<file path="src/sv/abte_pkg.sv">
// Package for the abbreviation token expander.
// Holds the expansion ROM, marker text, run tables, FSM/kind enums and
// controller/datapath structs. No dependencies.
`default_nettype none

package abte_pkg;

  localparam int MarkLen  = 11;
  localparam int RomLen   = 112;
  localparam int NumRuns  = 11;
  localparam int NumWords = 7;
  localparam int FirstWord = 4;

  localparam int PtrW = $clog2(RomLen);
  localparam int RunW = $clog2(NumRuns);
  localparam int MarkW = $clog2(MarkLen + 1);
  localparam int RemW = 5;

  localparam logic [7:0] CodeBang   = 8'h21;  // '!'
  localparam logic [7:0] CodeDriver = 8'h3E;  // '>'
  localparam logic [7:0] CodeIokit  = 8'h7C;  // '|'
  localparam logic [7:0] CodeSecur  = 8'h24;  // '$'
  localparam logic [7:0] CodeBase   = 8'h40;  // '@'
  localparam logic [7:0] CodeEll    = 8'h6C;  // 'l'

  // "loaded kext"
  localparam logic [7:0] MarkText [MarkLen] = '{
    8'h6C, 8'h6F, 8'h61, 8'h64, 8'h65, 8'h64, 8'h20, 8'h6B, 8'h65, 8'h78, 8'h74
  };

  // Word selector codes after '!': U A F S C B I
  localparam logic [7:0] WordCode [NumWords] = '{
    8'h55, 8'h41, 8'h46, 8'h53, 8'h43, 8'h42, 8'h49
  };

  // Runs 0..3 are package prefixes, 4..10 are words, in selector order.
  localparam logic [PtrW-1:0] RunStart [NumRuns] = '{
    7'd0, 7'd17, 7'd33, 7'd52, 7'd62, 7'd70, 7'd75, 7'd81, 7'd88, 7'd98, 7'd107
  };
  localparam logic [RemW-1:0] RunLen [NumRuns] = '{
    5'd17, 5'd16, 5'd19, 5'd10, 5'd8, 5'd5, 5'd6, 5'd7, 5'd10, 5'd9, 5'd5
  };

  localparam logic [7:0] ExpRom [RomLen] = '{
    // prefix 0
    8'h63, 8'h6F, 8'h6D, 8'h2E, 8'h61, 8'h70, 8'h70, 8'h6C, 8'h65, 8'h2E,
    8'h64, 8'h72, 8'h69, 8'h76, 8'h65, 8'h72, 8'h2E,
    // prefix 1
    8'h63, 8'h6F, 8'h6D, 8'h2E, 8'h61, 8'h70, 8'h70, 8'h6C, 8'h65, 8'h2E,
    8'h69, 8'h6F, 8'h6B, 8'h69, 8'h74, 8'h2E,
    // prefix 2
    8'h63, 8'h6F, 8'h6D, 8'h2E, 8'h61, 8'h70, 8'h70, 8'h6C, 8'h65, 8'h2E,
    8'h73, 8'h65, 8'h63, 8'h75, 8'h72, 8'h69, 8'h74, 8'h79, 8'h2E,
    // prefix 3
    8'h63, 8'h6F, 8'h6D, 8'h2E, 8'h61, 8'h70, 8'h70, 8'h6C, 8'h65, 8'h2E,
    // words
    8'h41, 8'h70, 8'h70, 8'h6C, 8'h65, 8'h55, 8'h53, 8'h42,
    8'h41, 8'h70, 8'h70, 8'h6C, 8'h65,
    8'h46, 8'h61, 8'h6D, 8'h69, 8'h6C, 8'h79,
    8'h53, 8'h74, 8'h6F, 8'h72, 8'h61, 8'h67, 8'h65,
    8'h43, 8'h6F, 8'h6E, 8'h74, 8'h72, 8'h6F, 8'h6C, 8'h6C, 8'h65, 8'h72,
    8'h42, 8'h6C, 8'h75, 8'h65, 8'h74, 8'h6F, 8'h6F, 8'h74, 8'h68,
    8'h49, 8'h6E, 8'h74, 8'h65, 8'h6C
  };

  typedef enum logic [1:0] {
    KindSingle,   // one byte out
    KindHold,     // bang held, nothing out
    KindRom,      // ROM run
    KindPair      // '!' then the byte
  } kind_e;

  typedef enum logic {
    StPass,
    StRun
  } state_e;

  typedef struct packed {
    logic accept;
    logic step;
  } cmd_t;

  typedef struct packed {
    kind_e kind;
    logic  out_free;
    logic  rem_last;
  } sts_t;

endpackage

`default_nettype wire

</file>
<file path="src/sv/abte_in_if.sv">
// Input channel of the abbreviation token expander: valid/ready plus payload.
// No dependencies.
`default_nettype none

interface abte_in_if;
  logic       valid;
  logic       ready;
  logic [7:0] in_byte;
  logic       msg_last;

  modport source (output valid, in_byte, msg_last, input ready);
  modport sink   (input valid, in_byte, msg_last, output ready);
endinterface

`default_nettype wire

</file>
<file path="src/sv/abte_out_if.sv">
// Output channel of the abbreviation token expander: valid/ready plus payload.
// No dependencies.
`default_nettype none

interface abte_out_if;
  logic       valid;
  logic       ready;
  logic [7:0] out_byte;
  logic       run_last;
  logic       msg_end;

  modport source (output valid, out_byte, run_last, msg_end, input ready);
  modport sink   (input valid, out_byte, run_last, msg_end, output ready);
endinterface

`default_nettype wire

</file>
<file path="src/sv/abbreviation_token_expander.sv">
// Abbreviation token expander, top level.
// Results are registered: an item's result lands in the output register in the cycle after it is taken.
// Throughput: plain bytes one item per cycle while the output is free; a ROM run of N
// bytes (5..19) or a bang pair (2 bytes) holds the input until its last byte has gone
// into the output register; a held bang gives no result.
// Reset (rst_ni low, asynchronous) clears marker, bang and run state and empties the output.
`default_nettype none

module abbreviation_token_expander
  import abte_pkg::*;
(
  input  wire logic  clk_i,
  input  wire logic  rst_ni,
  abte_in_if.sink    in_i,
  abte_out_if.source out_o
);

  // Controller and datapath talk only through these two structs.
  cmd_t cmd;
  sts_t sts;

  abte_ctrl u_ctrl (
    .clk_i      (clk_i),
    .rst_ni     (rst_ni),
    .in_valid_i (in_i.valid),
    .in_ready_o (in_i.ready),
    .sts_i      (sts),
    .cmd_o      (cmd)
  );

  // Datapath owns the output register, so the controller can take the next plain
  // item as the byte held there is taken.
  abte_dp u_dp (
    .clk_i       (clk_i),
    .rst_ni      (rst_ni),
    .in_byte_i   (in_i.in_byte),
    .msg_last_i  (in_i.msg_last),
    .out_ready_i (out_o.ready),
    .out_valid_o (out_o.valid),
    .out_byte_o  (out_o.out_byte),
    .run_last_o  (out_o.run_last),
    .msg_end_o   (out_o.msg_end),
    .cmd_i       (cmd),
    .sts_o       (sts)
  );

endmodule

`default_nettype wire

</file>
<file path="src/sv/abte_ctrl.sv">
// Controller FSM: pass state takes items, run state walks a multi-byte run.
// Depends on abte_pkg.
`default_nettype none

module abte_ctrl
  import abte_pkg::*;
(
  input  wire logic clk_i,
  input  wire logic rst_ni,
  input  wire logic in_valid_i,
  output logic      in_ready_o,
  input  sts_t      sts_i,
  output cmd_t      cmd_o
);

  state_e state_q, state_d;

  always_ff @(posedge clk_i or negedge rst_ni) begin
    if (!rst_ni) begin
      state_q <= StPass;
    end else begin
      state_q <= state_d;
    end
  end

  always_comb begin
    state_d = state_q;
    unique case (state_q)
      StPass: begin
        if (in_valid_i && sts_i.out_free &&
            (sts_i.kind == KindRom || sts_i.kind == KindPair)) begin
          state_d = StRun;
        end
      end
      StRun: begin
        if (sts_i.out_free && sts_i.rem_last) begin
          state_d = StPass;
        end
      end
      default: state_d = StPass;
    endcase
  end

  always_comb begin
    in_ready_o  = 1'b0;
    cmd_o       = '0;
    unique case (state_q)
      StPass: begin
        in_ready_o   = sts_i.out_free;
        cmd_o.accept = in_valid_i && sts_i.out_free;
      end
      StRun: begin
        cmd_o.step = sts_i.out_free;
      end
      default: begin
        in_ready_o = 1'b0;
      end
    endcase
  end

endmodule

`default_nettype wire

</file>
<file path="src/sv/abte_dp.sv">
// Datapath: marker tracking, code classification, run pointer and output register.
// Depends on abte_pkg.
`default_nettype none

module abte_dp
  import abte_pkg::*;
(
  input  wire logic       clk_i,
  input  wire logic       rst_ni,
  input  wire logic [7:0] in_byte_i,
  input  wire logic       msg_last_i,
  input  wire logic       out_ready_i,
  output logic            out_valid_o,
  output logic [7:0]      out_byte_o,
  output logic            run_last_o,
  output logic            msg_end_o,
  input  cmd_t            cmd_i,
  output sts_t            sts_o
);

  logic [MarkW-1:0] mark_prog_q, mark_prog_d;
  logic             mark_seen_q, mark_seen_d;
  logic             bang_q, bang_d;
  logic [PtrW-1:0]  ptr_q, ptr_d;
  logic [RemW-1:0]  rem_q, rem_d;
  logic [7:0]       held_q, held_d;
  logic             pair_q, pair_d;
  logic             last_q, last_d;
  logic             oval_q, oval_d;
  logic [7:0]       obyte_q, obyte_d;
  logic             orl_q, orl_d;
  logic             ome_q, ome_d;

  kind_e           kind;
  logic [RunW-1:0] run_sel;
  logic            word_hit;
  logic [RunW-1:0] word_sel;
  logic [MarkW-1:0] prog_next;
  logic            out_free;

  assign out_free = !oval_q || out_ready_i;

  // Word selector lookup after a held bang.
  always_comb begin
    word_hit = 1'b0;
    word_sel = '0;
    for (int i = 0; i < NumWords; i++) begin
      if (in_byte_i == WordCode[i]) begin
        word_hit = 1'b1;
        word_sel = RunW'(FirstWord + i);
      end
    end
  end

  always_comb begin
    kind    = KindSingle;
    run_sel = '0;
    if (!mark_seen_q) begin
      kind = KindSingle;
    end else if (bang_q) begin
      kind    = word_hit ? KindRom : KindPair;
      run_sel = word_sel;
    end else begin
      case (in_byte_i)
        CodeDriver: begin kind = KindRom; run_sel = RunW'(0); end
        CodeIokit:  begin kind = KindRom; run_sel = RunW'(1); end
        CodeSecur:  begin kind = KindRom; run_sel = RunW'(2); end
        CodeBase:   begin kind = KindRom; run_sel = RunW'(3); end
        CodeBang:   kind = msg_last_i ? KindSingle : KindHold;
        default:    kind = KindSingle;
      endcase
    end
  end

  // Marker match; a mismatch restarts, counting an 'l' as a first byte.
  always_comb begin
    if ((mark_prog_q < MarkW'(MarkLen)) &&
        (in_byte_i == MarkText[mark_prog_q[MarkW-1:0]])) begin
      prog_next = mark_prog_q + MarkW'(1);
    end else begin
      prog_next = (in_byte_i == CodeEll) ? MarkW'(1) : MarkW'(0);
    end
  end

  always_comb begin
    mark_prog_d = mark_prog_q;
    mark_seen_d = mark_seen_q;
    bang_d      = bang_q;
    ptr_d       = ptr_q;
    rem_d       = rem_q;
    held_d      = held_q;
    pair_d      = pair_q;
    last_d      = last_q;
    oval_d      = oval_q && !out_ready_i;
    obyte_d     = obyte_q;
    orl_d       = orl_q;
    ome_d       = ome_q;

    if (cmd_i.accept) begin
      last_d = msg_last_i;
      if (!mark_seen_q) begin
        mark_prog_d = prog_next;
        if (prog_next >= MarkW'(MarkLen)) begin
          mark_seen_d = 1'b1;
        end
      end else if (bang_q) begin
        bang_d = 1'b0;
      end else if (kind == KindHold) begin
        bang_d = 1'b1;
      end

      case (kind)
        KindSingle: begin
          oval_d  = 1'b1;
          obyte_d = in_byte_i;
          orl_d   = 1'b1;
          ome_d   = msg_last_i;
        end
        KindRom: begin
          oval_d  = 1'b1;
          obyte_d = ExpRom[RunStart[run_sel]];
          orl_d   = 1'b0;
          ome_d   = 1'b0;
          ptr_d   = RunStart[run_sel] + PtrW'(1);
          rem_d   = RunLen[run_sel] - RemW'(1);
          pair_d  = 1'b0;
        end
        KindPair: begin
          oval_d  = 1'b1;
          obyte_d = CodeBang;
          orl_d   = 1'b0;
          ome_d   = 1'b0;
          rem_d   = RemW'(1);
          held_d  = in_byte_i;
          pair_d  = 1'b1;
        end
        default: begin
          oval_d = oval_q && !out_ready_i;
        end
      endcase

      // End of message: marker and bang tracking state back to reset.
      if (msg_last_i) begin
        mark_prog_d = '0;
        mark_seen_d = 1'b0;
        bang_d      = 1'b0;
      end
    end else if (cmd_i.step) begin
      oval_d  = 1'b1;
      obyte_d = pair_q ? held_q : ExpRom[ptr_q];
      orl_d   = (rem_q == RemW'(1));
      ome_d   = (rem_q == RemW'(1)) && last_q;
      ptr_d   = ptr_q + PtrW'(1);
      rem_d   = rem_q - RemW'(1);
    end
  end

  always_ff @(posedge clk_i or negedge rst_ni) begin
    if (!rst_ni) begin
      mark_prog_q <= '0;
      mark_seen_q <= 1'b0;
      bang_q      <= 1'b0;
      oval_q      <= 1'b0;
      rem_q       <= '0;
      pair_q      <= 1'b0;
      last_q      <= 1'b0;
    end else begin
      mark_prog_q <= mark_prog_d;
      mark_seen_q <= mark_seen_d;
      bang_q      <= bang_d;
      oval_q      <= oval_d;
      rem_q       <= rem_d;
      pair_q      <= pair_d;
      last_q      <= last_d;
    end
  end

  always_ff @(posedge clk_i) begin
    ptr_q   <= ptr_d;
    held_q  <= held_d;
    obyte_q <= obyte_d;
    orl_q   <= orl_d;
    ome_q   <= ome_d;
  end

  assign out_valid_o = oval_q;
  assign out_byte_o  = obyte_q;
  assign run_last_o  = orl_q;
  assign msg_end_o   = ome_q;

  assign sts_o.kind     = kind;
  assign sts_o.out_free = out_free;
  assign sts_o.rem_last = (rem_q == RemW'(1));

endmodule

`default_nettype wire
</file>
<file path="src/flat_wrapper.sv">
// flat-port wrapper written by rule: the top's interface ports become plain ports
module abbreviation_token_expander_flat import abte_pkg::*;
  (clk_i, rst_ni, in_i_valid, in_i_in_byte, in_i_msg_last, in_i_ready, out_o_valid, out_o_out_byte, out_o_run_last, out_o_msg_end, out_o_ready);
  abte_in_if in_i_i ();
  abte_out_if out_o_i ();
  input  wire logic clk_i;
  input  wire logic rst_ni;
  input wire logic [$bits(in_i_i.valid)-1:0] in_i_valid;
  input wire logic [$bits(in_i_i.in_byte)-1:0] in_i_in_byte;
  input wire logic [$bits(in_i_i.msg_last)-1:0] in_i_msg_last;
  output wire logic [$bits(in_i_i.ready)-1:0] in_i_ready;
  output wire logic [$bits(out_o_i.valid)-1:0] out_o_valid;
  output wire logic [$bits(out_o_i.out_byte)-1:0] out_o_out_byte;
  output wire logic [$bits(out_o_i.run_last)-1:0] out_o_run_last;
  output wire logic [$bits(out_o_i.msg_end)-1:0] out_o_msg_end;
  input wire logic [$bits(out_o_i.ready)-1:0] out_o_ready;
  assign in_i_i.valid = in_i_valid;
  assign in_i_i.in_byte = in_i_in_byte;
  assign in_i_i.msg_last = in_i_msg_last;
  assign in_i_ready = in_i_i.ready;
  assign out_o_valid = out_o_i.valid;
  assign out_o_out_byte = out_o_i.out_byte;
  assign out_o_run_last = out_o_i.run_last;
  assign out_o_msg_end = out_o_i.msg_end;
  assign out_o_i.ready = out_o_ready;
  abbreviation_token_expander u_core (.clk_i(clk_i), .rst_ni(rst_ni), .in_i(in_i_i), .out_o(out_o_i));
endmodule
</file>
<file path="config.mk">
export PLATFORM = sky130hd
export DESIGN_NAME = abbreviation_token_expander_flat
export DESIGN_NICKNAME = d
export VERILOG_FILES = /design/src/sv/abte_pkg.sv /design/src/sv/abte_in_if.sv /design/src/sv/abte_out_if.sv /design/src/sv/abbreviation_token_expander.sv /design/src/sv/abte_ctrl.sv /design/src/sv/abte_dp.sv /design/src/flat_wrapper.sv
export SDC_FILE = /design/constraint.sdc
export NUM_CORES = 1
export LEC_CHECK = 0
export ABC_CLOCK_PERIOD_IN_PS = 5700
export BUFFER_PORTS_ARGS = -buffer_cell sky130_fd_sc_hd__buf_2
export CORE_ASPECT_RATIO = 0.8
export CORE_UTILIZATION = 60
export DETAILED_ROUTE_END_ITERATION = 12
export HOLD_SLACK_MARGIN = 0.08
export PLACE_DENSITY = 0.89
export REMOVE_ABC_BUFFERS = 1
export SLEW_MARGIN = 20
export SYNTH_ARGS = -nofsm -noshare
export SYNTH_HDL_FRONTEND = slang
export SYNTH_HIERARCHICAL = 1
export SYNTH_SLANG_ARGS = --single-unit
export TNS_END_PERCENT = 30
</file>
<file path="constraint.sdc">
create_clock -name clk_i -period 5.7 [get_ports clk_i]
set_input_delay 0.57 -clock clk_i [delete_from_list [all_inputs] [get_ports clk_i]]
set_output_delay 0.57 -clock clk_i [all_outputs]
set_load 0.01 [all_outputs]
</file>
# Yosys cells after proc, flatten, opt, wreduce, memory -nomap -nowiden
# Memories as Yosys holds them, arrays and structs flattened.
# Index checks and enable logic that the tools add are counted.
# W data, S select, Z words.
# totals
register_bits,40
mem_bits_ro,2368
in_bits,13
output_inout_bits,12
elab_cells,151
memories,5
# mem_list
memory,depth,word_bits,read_ports,rd_clocked_by_memory_dff,write_ports,line,source
(no name shown),128,8,1,0,0,abte_dp.sv:150,obyte_d = pair_q ? held_q : ExpRom[ptr_q];
(no name shown),128,8,1,0,0,abte_dp.sv:121,obyte_d = ExpRom[RunStart[run_sel]];
(no name shown),16,8,1,0,0,abte_dp.sv:78,(in_byte_i == MarkText[mark_prog_q[MarkW-1:0]])) begin
(no name shown),16,7,1,0,0,abte_dp.sv:124,ptr_d = RunStart[run_sel] + PtrW'(1);
(no name shown),16,5,1,0,0,abte_dp.sv:125,rem_d = RunLen[run_sel] - RemW'(1);
# op_classes
add_sub_neg,5
order_cmp,6
n_eq_ne,23
muxes,69
bitwise,5
reduce_logical,25
# ops
cell,n
$eq A8 B7 Y1 const B,10
$mux W8,9
$mux W4,11
$mux W7,5
$mux W1,29
$eq A8 B6 Y1 const B,3
$pmux W8 S3,1
$mux W5,4
$ge A8 B8 Y1 const B,2
$not A7 Y8,2
$reduce_and A2 Y1,8
$add A7 B1 Y7 const B,2
$ge A5 B5 Y1 const B,2
$not A4 Y5,2
$pmux W5 S2,1
$sub A5 B1 Y5 const B,2
$eq A8 B8 Y1,1
$pmux W1 S2,4
$logic_and A1 B1 Y1,6
$ne A3 B3 Y1 const B,2
$pmux W2 S3,1
$reduce_bool A2 Y1,3
$eq A5 B1 Y1 const B,1
$add A4 B1 Y4 const B,1
other kinds (16),21

# Logic depth before layout (Yosys ltp)
# Gate-level depths: netlist of run 1.
# depth
word_depth,20
ltp_mapped,21
ltp_nobuf,18

# Modules after synthesis
# The synthesis of run 1 kept the hierarchy.
# by_module_without_submodules
mod,instances,cells_each,area_each_um2,seq_area_each_um2
abte_dp,1,698,5271.3,1101.1
abte_ctrl,1,6,68.8,25.0

# Least setup slack after synthesis of run 1
# No wires, ideal clock.
# synth_path
path_type,input-to-reg
start,input port in_i_in_byte[1]
end,"register u_core.u_dp.obyte_q[2] (netlist: u_core/u_dp/out_byte_o[2]), data pin"
setup_time_ns,0.261
arrival_ns,3.854
t_required_ns,5.439
path_slack_ns,1.585
path_stages,21
n_path_buf,3
cell_sequence,buf_2 > buf_2 > or3b_2 > a21oi_1 > o21a_1 > nand2_1 > nand2_1 > inv_1 > ha_1 > o32ai_1 > and2_1 > buf_4 > inv_1 > ha_1 > inv_1 > nand2_1 > nor2_1 > a2111oi_0 > a31oi_1 > o211ai_1 > a221o_1
# synth_via
elab_chain_cells,20
elab_cells_between_ends,47
classes_between,14 x eq/ne; 27 x mux; 2 x bitwise; 2 x reduce/logical; 2 x memory
# synth_lines
item,line,source
"start, declared",flat_wrapper.sv:9,input wire logic [$bits(in_i_i.in_byte)-1:0] in_i_in_byte;
$eq A8 B7 Y1,abte_dp.sv:48,if (in_byte_i == WordCode[i]) begin
$mux W3,abte_dp.sv:48,
$mux W4 (6 in a row),abte_dp.sv:48,
$mux W4,abte_dp.sv:60,end else if (bang_q) begin
$mux W4,abte_dp.sv:58,if (!mark_seen_q) begin
$not A4 Y5 (not written as such),abte_dp.sv:121,
$mem_v2 Z16 W7,--,
$mux W7 (2 in a row),--,
$not A7 Y8 (not written as such),abte_dp.sv:121,
$mem_v2 Z128 W8,--,
$mux W8 (not written as such) (2 in a row),abte_dp.sv:121,
$pmux W8 S3 (*),abte_dp.sv:112,case (kind)
$mux W8 (*),abte_dp.sv:99,if (cmd_i.accept) begin
named net u_core.u_dp.obyte_d[2],abte_dp.sv:30,"logic [7:0] obyte_q, obyte_d;"
"end signal, assigned",abte_dp.sv:181,obyte_q <= obyte_d;
"end, declared",abte_dp.sv:30,
# The timed path passes the listed nets; every way through them passes the cells marked *. The select of a mux whose other input is x is not followed.
# A chain may end at the register's enable or synchronous reset.

# Worst setup path after layout of run 1
# Ends and elaborated chain as after synthesis.

==> impl_metrics.csv, run 1 <==
group,metric,value,unit
floorplan,die_h,86.4,um
final_layout,drive_above_1_share,11.3,%
route,wl_per_cell,21.0,um
setup_path,worstSetupStartpoint,"in_i_in_byte[1]",
floorplan,rows,30,
global_routing,grt-ovfl-total,0,
setup_path,cp_cell_sequence,"buf_2 > or3b_1 > a31o_2 > a21oi_2 > nand2_1 > nand2_1 > inv_1 > ha_1 > o32ai_1 > and2_1 > inv_1 > ha_1 > inv_1 > nand2_1 > nor2_1 > a2111oi_0 > a31oi_1 > o211ai_1 > a221o_1",
clocking,cts-htree-levels,2,
final_layout,fill_cells,754,
clocking,cts_tree,"yes",
place,placed_cell_area,5410,um2
route,ant_nets,0,
timing,setup_viol,0,
setup_path,worst_r2r_path_depth,18,
place,place.gp.congestion,1.05,
synthesis,yosysUniqueCellTypes,86,
synthesis,synthArstFlopShare,37.5,%
synthesis,syn_area,5340,um2
synthesis,synth.area.top_cells,"edfxtp_1 14%, dfrtp_1 7.0%, ha_1 7.0%",
clocking,root_buffer,"clkbuf_8",
route,vias,5687,
setup_path,end_kind,"flop",
power_and_ir_drop,leakagePower,2.00,nW
synthesis,syn_inst,704,
timing,period_minus_slack,4.89,ns
timing,clock.fmax,0.205,GHz
final_layout,nets,726,
setup_path,worstReg2RegEnd,"u_core/u_dp/out_byte_o[2]$_DFFE_PP_",
synthesis,synth.most_common_cell,"nand2_1",
hold_path,hold_path_class,"input port to async pin",
route,first_pass_iters,6,
global_routing,grt_pass1_vias,5232,
setup_path,critPathSlowestCell,"and2_1",
synthesis,ys_ff_latch,40,
timing,maxSlewViolCount,0,
power_and_ir_drop,power.density,125,nW/um2
floorplan,die-area,9280,um2
place,place.port_buffers,24,
final_layout,design_area,5520,um2
setup_path,crit_required,5.76,ns
route,viasPerCell,7.14,
final_layout,fin_util,64.5,%
setup_path,reg2reg_from,"u_core/u_dp/bang_q$_DFFE_PN0P_",
synthesis,avgSynthCellArea,7.59,um2
synthesis,yosys.area.top_type,"edfxtp_1",
synthesis,ys_seq_area_share,21.1,%
clocking,postCtsSetupBuffers,0,
route,drt_iter0_markers,750,
clocking,numClockSinks,40,
clocking,clk_latency,0.30,ns
global_routing,grt_pass1_wl,27300,um
timing,tns,0,ns
clocking,clockBufferDepth,2,
global_routing,antenna_found_initial,0,
global_routing,grtUsageTotal,37.2,%
setup_path,path_max_fanout,20,
place,dp_hpwl,12100,um
synthesis,yosys_warnings,6,
setup_path,start_kind,"input port",
clocking,post_cts_resized,0,
timing,grt_setup_unrepaired,"false",
timing,slew_headroom,28.6,%
synthesis,synth_common_cells,"60 x nand2_1, 55 x a21oi_1, 55 x nor2_1",
clocking,ctsHoldBuffers,0,
floorplan,die_x,107,um
setup_path,critical_path_class,"input port to flop",
setup_path,crit_path_max_incr_delay,0.49,ns
route,drc,0,
final_layout,antennaDiodeCount,0,
floorplan,start_util,62.4,%
floorplan,io_pins,25,
status,status,"complete, no violations",
power_and_ir_drop,ir_worst_vdd,0.000124,V
floorplan,coreArea,8560,um2
route,wirelength,16700,um
clocking,cts.reportedPaths.clkPinSlew,0.09,ns
flow_run,maxCapViolCount,0,
synthesis,synth_edf_count,25,
timing,tightest_slew,1.07,ns
timing,holdWs,0.148,ns
global_routing,grt_max_degree,34,
power_and_ir_drop,finalPower,0.692,mW
timing,hold_viol_final,0,
synthesis,synth_top_area_share,14.1,%
timing,skew,0.00681,ns
clocking,numCtsBuffers,5,
synthesis,ys.flop_type,"edfxtp_1",
timing,post-route-period-util,85.8,%
final_layout,area_delta_synth_final,3.42,%
setup_path,arrival,4.95,ns
setup_path,reg2reg_slack,1.02,ns
-- routing by layer --
metal | GRT usage (%) | vias to the layer above | share of wire [%] | wire length [um]
met3 | 8.35 | 39 | 13 | 2120
met4 | 9.59 | 0 | 2.0 | 331
met5 | 0 | - | 0 | 0
li1 | - | 2598 | - | -
met2 | 57.7 | 422 | 44 | 7410
met1 | 52.4 | 2628 | 41 | 6850
-- flip-flops by register name, indices dropped and copies added, names as in the netlist --
register / flops
u_core/u_dp/msg_end_o: 1
u_core/u_dp/pair_q: 1
u_core/u_dp/mark_seen_q: 1
u_core/u_dp/held_q: 8
u_core/u_dp/run_last_o: 1
u_core/u_dp/last_q: 1
u_core/u_dp/rem_q: 5
u_core/u_ctrl/state_q: 1
u_core/u_dp/mark_prog_q: 4
u_core/u_dp/bang_q: 1
u_core/u_dp/ptr_q: 7
u_core/u_dp/out_valid_o: 1
u_core/u_dp/out_byte_o: 8
-- per-stage QoR --
stage,worst slack (ns),std cells
final,0.812,796
after global routing,0.543,796
after CTS,0.977,796
after detailed placement,0.681,788
after global placement,0.720,788
after floorplan,1.62,642
-- worst max-delay path by stage --
stage                                                endpoint  slack, ns  cells past startpoint
after floorplan           u_core/u_dp/out_byte_o[2]$_DFFE_PP_       1.62                     16
after global placement    u_core/u_dp/out_byte_o[0]$_DFFE_PP_       0.72                     16
after detailed placement  u_core/u_dp/out_byte_o[3]$_DFFE_PP_       0.68                     17
after CTS                 u_core/u_dp/out_byte_o[3]$_DFFE_PP_       0.98                     17
after global routing      u_core/u_dp/out_byte_o[3]$_DFFE_PP_       0.54                     17
final                     u_core/u_dp/out_byte_o[2]$_DFFE_PP_       0.81                     19
-- worst max-delay path, delay by kind of cell --
kind | cells | cell delay [ns]
buffers and inverters | 4 | 0.91
adder cells (fa/ha/maj) | 2 | 0.59
AND/OR/NAND/NOR | 6 | 1.37
AO/OA/AOI/OAI | 7 | 1.48
-- logic make-up after synthesis --
group / count (synthesis) / synth area share (%)
AOI/OAI and AO/OA: 253 / 32.9
adders and majority gates: 31 / 7.22
buffers and inverters: 94 / 7.24
and+or+nand+nor: 245 / 24.0
DFF: 40 / 21.1
xor gates and xnor gates: 19 / 3.12
muxes: 22 / 4.40
-- final cells by class --
cell class	count	area, um2	share of cell area [%]
inverter	32	120	2.17
tap	112	140	2.54
sequential	40	1130	20.4
multi-input combinational	570	3830	69.3
clock inverter	3	45.0	0.816
clock buffer	5	68.8	1.25
timing repair buffer	34	195	3.53
-- cell usage in the layout, fill, tap and decap left out, drive strengths merged, types with 13 or more instances in the layout --
cell / count
a211oi: 22
a21oi: 58
buf: 34
dfrtp: 15
edfxtp: 25
ha: 30
inv: 33
mux2i: 19
nand2: 61
nand2b: 18
nand3: 18
nor2: 56
nor3: 27
o21ai: 50
o22ai: 16
xnor2: 13
-- report_power, final --
group,leakage [nW],switching (mW),internal (mW)
logic,1.52,0.0724,0.0421
clock network,0.0591,0.112,0.132
registers,0.415,0.0107,0.323
No activity file was read; power rests on OpenSTA's default activity.
==> inputs of run 2 (changes only) <==
--- a/config.mk
+++ b/config.mk
@@ -8,7 +8,9 @@
 export ABC_CLOCK_PERIOD_IN_PS = 5700
 export BUFFER_PORTS_ARGS = -buffer_cell sky130_fd_sc_hd__buf_2
 export CORE_ASPECT_RATIO = 0.8
+export CORE_MARGIN = 4
 export CORE_UTILIZATION = 60
+export CTS_BUF_LIST = sky130_fd_sc_hd__clkbuf_16
 export DETAILED_ROUTE_END_ITERATION = 12
 export HOLD_SLACK_MARGIN = 0.08
 export PLACE_DENSITY = 0.89
==> impl_metrics.csv, run 2 (same netlist as run 1, synthesis figures left out) <==
group,metric,value,unit
setup_path,reg2reg_slack,1.11,ns
power_and_ir_drop,ir_worst_vdd,0.000132,V
setup_path,end_kind,"flop",
setup_path,reg2reg_from,"u_core/u_dp/bang_q$_DFFE_PN0P_",
clocking,clockBufferDepth,2,
clocking,cts-htree-levels,2,
floorplan,io_pins,25,
global_routing,grt_pass1_vias,5066,
timing,tns,0,ns
place,placed_cell_area,5410,um2
route,drc,0,
final_layout,antennaDiodeCount,0,
setup_path,critPathSlowestCell,"and2_1",
floorplan,start_util,62.4,%
clocking,clk_latency,0.29,ns
setup_path,crit_required,5.74,ns
clocking,numClockSinks,40,
setup_path,arrival,4.81,ns
timing,period_minus_slack,4.77,ns
clocking,cts.reportedPaths.clkPinSlew,0.06,ns
timing,clock.fmax,0.210,GHz
final_layout,nets,726,
status,status,"complete, no violations",
timing,grt_setup_unrepaired,"false",
route,wirelength,16100,um
clocking,post_cts_resized,0,
place,place.gp.congestion,1.05,
timing,slew_headroom,30.2,%
power_and_ir_drop,power.density,140,nW/um2
route,drt_iter0_markers,946,
timing,setup_viol,0,
global_routing,grt_max_degree,34,
floorplan,die-area,10500,um2
timing,post-route-period-util,83.7,%
final_layout,design_area,5580,um2
flow_run,maxCapViolCount,0,
clocking,ctsHoldBuffers,0,
clocking,root_buffer,"clkbuf_16",
final_layout,final_common_cell,"nand2_1",
setup_path,cp_cell_sequence,"buf_2 > or3b_1 > a31o_2 > a21oi_2 > nand2_1 > nand2_1 > inv_1 > ha_1 > o32ai_1 > and2_1 > inv_1 > ha_1 > inv_1 > nand2_1 > nor2_1 > a2111oi_0 > a31oi_1 > o211ai_1 > a221o_1",
route,viasPerCell,7.13,
timing,maxSlewViolCount,0,
setup_path,start_kind,"input port",
clocking,numCtsBuffers,5,
final_layout,drive_above_1_share,11.3,%
floorplan,die_x,113,um
global_routing,grt-ovfl-total,0,
floorplan,die_h,92.4,um
setup_path,critical_path_class,"input port to flop",
final_layout,area_delta_synth_final,4.48,%
global_routing,antenna_found_initial,0,
route,vias,5676,
clocking,postCtsSetupBuffers,0,
route,first_pass_iters,7,
final_layout,mostFrequentLayoutCells,"60 x nand2_1, 55 x nor2_1, 55 x a21oi_1",
route,wl_per_cell,20.3,um
setup_path,worst-path-buf-inv,4,
floorplan,rows,30,
global_routing,grt_pass1_wl,25900,um
power_and_ir_drop,leakagePower,2.02,nW
floorplan,coreArea,8560,um2
place,place.port_buffers,24,
setup_path,path_delay_family,"compound AO/OA/AOI/OAI gates",
route,ant_nets,0,
setup_path,worst_r2r_path_depth,18,
clocking,cts_tree,"yes",
setup_path,crit_path_max_incr_delay,0.44,ns
final_layout,fill_cells,717,
timing,hold_viol_final,0,
setup_path,path_max_fanout,20,
hold_path,hold_path_class,"input port to async pin",
global_routing,grtUsageTotal,30.0,%
timing,tightest_slew,1.05,ns
timing,skew,0.00325,ns
place,dp_hpwl,11500,um
setup_path,worstReg2RegEnd,"u_core/u_dp/out_byte_o[2]$_DFFE_PP_",
## run 2: cell counts in the layout (fill, tap and decap cells not counted)
No cell type changed its count.
## run 2: how the worst max path moves through the flow
stage | startpoint | endpoint | slack (ns) | cells after the start
2_1_floorplan | in_i_in_byte[4] | u_core/u_dp/out_byte_o[2]$_DFFE_PP_ | 1.62 | 16
3_3_place_gp | in_i_in_byte[1] | u_core/u_dp/out_byte_o[2]$_DFFE_PP_ | 0.93 | 19
3_5_place_dp | in_i_in_byte[1] | u_core/u_dp/out_byte_o[2]$_DFFE_PP_ | 0.83 | 19
4_1_cts | in_i_in_byte[1] | u_core/u_dp/out_byte_o[2]$_DFFE_PP_ | 1.10 | 19
5_1_grt | in_i_in_byte[1] | u_core/u_dp/out_byte_o[2]$_DFFE_PP_ | 0.71 | 19
6_report | in_i_in_byte[1] | u_core/u_dp/out_byte_o[2]$_DFFE_PP_ | 0.93 | 19
## run 2: metrics by stage
| stage | util (%) | cells | power (mW) | worst slack [ns] | hold slack [ns] |
|---|---|---|---|---|---|
| final | 65.2 | 796 | 0.780 | 0.928 | 0.175 |
| after global routing | 65.2 | 796 | 0.809 | 0.708 | 0.187 |
| after CTS | 65.2 | 796 | 0.783 | 1.10 | 0.175 |
| after detailed placement | 63.2 | 788 | 0.453 | 0.832 | 0.471 |
| after global placement | 63.2 | 788 | 0.447 | 0.929 | 0.471 |
| after floorplan | - | 642 | 0.405 | 1.62 | 0.274 |
## run 2: worst reg2reg max path, delay by kind of cell (launching register included)
kind / cells / cell delay [ns]
simple gates: 7 / 1.44
compound gates: 6 / 1.22
fa+ha+maj: 2 / 0.59
buf+inv: 3 / 0.55
flops: 1 / 0.52
## run 2: layout make-up
class,instances,area (um2),share of cell area [%]
clock buffers,5,125,2.24
flip-flops and latches,40,1130,20.2
clock inverters,3,45.0,0.807
multi-input cells,570,3830,68.6
well taps,112,140,2.51
repair buffers,34,195,3.50
inverters,32,120,2.15
## run 2: power breakdown
part           internal, mW  switching [mW]  total [mW]
sequential            0.323          0.0117       0.335
clock                 0.208           0.121       0.330
combinational        0.0421          0.0734       0.115
total                 0.574           0.206       0.780
## run 2: per-layer routing
layer  wire length [um]  global-route usage (%)  share of wire [%]  up-vias
li1                   -                       -                  -     2612
met1               6450                    41.2                 40     2590
met2               7010                    45.5                 44      406
met3               2200                    9.67                 14       68
met4                459                    7.71                2.8        0
met5                  0                       0                  0        -
==> inputs of run 3 (changes only) <==
--- a/config.mk
+++ b/config.mk
@@ -5,7 +5,7 @@
 export SDC_FILE = /design/constraint.sdc
 export NUM_CORES = 1
 export LEC_CHECK = 0
-export ABC_CLOCK_PERIOD_IN_PS = 5700
+export ABC_CLOCK_PERIOD_IN_PS = 4800
 export BUFFER_PORTS_ARGS = -buffer_cell sky130_fd_sc_hd__buf_2
 export CORE_ASPECT_RATIO = 0.8
 export CORE_MARGIN = 4
==> constraint.sdc (replaced) <==
create_clock -name clk_i -period 4.8 [get_ports clk_i]
set_input_delay 0.48 -clock clk_i [delete_from_list [all_inputs] [get_ports clk_i]]
set_output_delay 0.48 -clock clk_i [all_outputs]
set_load 0.01 [all_outputs]
==> impl_metrics.csv, run 3 (same netlist as run 1, synthesis figures left out) <==
group,metric,value,unit
final_layout,final_common_cell,"nand2_1",
route,drc,0,
final_layout,layout.cells.non_filler,811,
floorplan,io_pins,25,
clocking,cts.reportedPaths.clkPinSlew,0.06,ns
route,drt_iter0_markers,880,
flow_run,maxCapViolCount,0,
timing,hold_viol_final,0,
power_and_ir_drop,finalPower,0.931,mW
timing,period_minus_slack,4.36,ns
clocking,postCtsSetupBuffers,0,
global_routing,antenna_found_initial,0,
timing,slew_headroom,42.9,%
route,vias,5821,
setup_path,critical_path_class,"input port to flop",
setup_path,worst_r2r_path_depth,15,
clocking,numClockSinks,40,
power_and_ir_drop,leakagePower,2.10,nW
power_and_ir_drop,power.density,164,nW/um2
clocking,ctsHoldBuffers,0,
timing,maxSlewViolCount,0,
final_layout,drive_above_1_share,13.2,%
route,first_pass_iters,6,
hold_path,hold_path_class,"input port to async pin",
place,place_inst,803,
setup_path,end_kind,"flop",
global_routing,grt_pass1_vias,5356,
status,status,"complete, no violations",
place,dp_hpwl,12400,um
setup_path,arrival,4.36,ns
final_layout,antennaDiodeCount,0,
place,pre_cts_slack,0.318,ns
floorplan,start_util,62.4,%
timing,grt_setup_unrepaired,"false",
final_layout,fin_util,66.5,%
route,viasPerCell,7.18,
global_routing,grt_max_degree,34,
setup_path,path_max_fanout,21,
setup_path,reg2reg_slack,0.47,ns
timing,timing.final.ws_setup,0.441,ns
final_layout,design_area,5690,um2
final_layout,mostFrequentLayoutCells,"60 x nand2_1, 55 x nor2_1, 55 x a21oi_1",
final_layout,nets,741,
floorplan,die_x,113,um
place,place.gp.congestion,1.03,
floorplan,die-area,10500,um2
floorplan,coreArea,8560,um2
place,placed_cell_area,5520,um2
global_routing,grtUsageTotal,32.5,%
timing,clock.fmax,0.229,GHz
clocking,clk_latency,0.29,ns
clocking,root_buffer,"clkbuf_16",
timing,setup_viol,0,
timing,tightest_slew,0.849,ns
floorplan,die_h,92.4,um
clocking,clockBufferDepth,2,
global_routing,grt-ovfl-total,0,
timing,tns,0,ns
place,place.port_buffers,24,
timing,post-route-period-util,90.8,%
clocking,numCtsBuffers,5,
power_and_ir_drop,ir_worst_vdd,0.000146,V
timing,skew,0.00370,ns
route,wirelength,17200,um
timing,holdWs,0.0801,ns
route,ant_nets,0,
setup_path,start_kind,"input port",
clocking,cts-htree-levels,2,
clocking,post_cts_resized,0,
floorplan,rows,30,
setup_path,crit_required,4.80,ns
global_routing,grt_pass1_wl,28000,um
final_layout,fill_cells,718,
route,wl_per_cell,21.2,um
clocking,cts_tree,"yes",
setup_path,reg2reg_from,"u_core/u_dp/bang_q$_DFFE_PN0P_",
setup_path,worstReg2RegEnd,"u_core/u_dp/out_byte_o[0]$_DFFE_PP_",
final_layout,area_delta_synth_final,6.58,%
[run 3: cell type report]
class | count | area (um2) | area share (%)
inverter | 32 | 120 | 2.11
clock buffer | 5 | 125 | 2.20
multi-input combinational | 570 | 3830 | 67.2
sequential | 40 | 1130 | 19.8
tap | 112 | 140 | 2.46
timing repair buffer | 49 | 308 | 5.41
clock inverter | 3 | 45.0 | 0.791
[run 3: how the worst max path moves through the flow]
stage,start,end,slack (ns),cells after the start
2_1_floorplan,in_i_in_byte[4],u_core/u_dp/out_byte_o[2]$_DFFE_PP_,0.81,16
3_3_place_gp,in_i_in_byte[4],u_core/u_dp/out_byte_o[2]$_DFFE_PP_,0.36,13
3_5_place_dp,in_i_in_byte[4],u_core/u_dp/out_byte_o[0]$_DFFE_PP_,0.32,16
4_1_cts,in_i_in_byte[4],u_core/u_dp/out_byte_o[0]$_DFFE_PP_,0.60,16
5_1_grt,u_core/u_dp/bang_q$_DFFE_PN0P_,u_core/u_dp/out_byte_o[0]$_DFFE_PP_,0.28,15
6_report,in_i_in_byte[4],u_core/u_dp/out_byte_o[0]$_DFFE_PP_,0.44,16
[run 3: routing by layer]
metal / global-route usage, % / wire length, um / vias up
met5: 0 / 0 / -
met2: 48.3 / 7590 / 421
li1: - / - / 2637
met3: 8.36 / 2100 / 48
met4: 8.21 / 403 / 0
met1: 46.7 / 7140 / 2715
[run 3: critical path, cell delays in order]
cell and delay (ns):
buf_2 0.22, or3b_1 0.39, a31o_2 0.27, a21oi_2 0.28, nand2_1 0.09, nand2_1 0.17
inv_1 0.12, ha_1 0.32, mux2_2 0.40, inv_1 0.24, ha_1 0.36, o21ai_0 0.27
o211ai_1 0.17, a21oi_1 0.09, o311ai_0 0.32, a32oi_1 0.16
[run 3: where the power goes]
part | internal, mW | switching [mW] | total (mW) | leakage, nW
Combinational | 0.0528 | 0.0877 | 0.141 | 1.60
Sequential | 0.384 | 0.0117 | 0.395 | 0.415
Clock | 0.248 | 0.147 | 0.395 | 0.0847
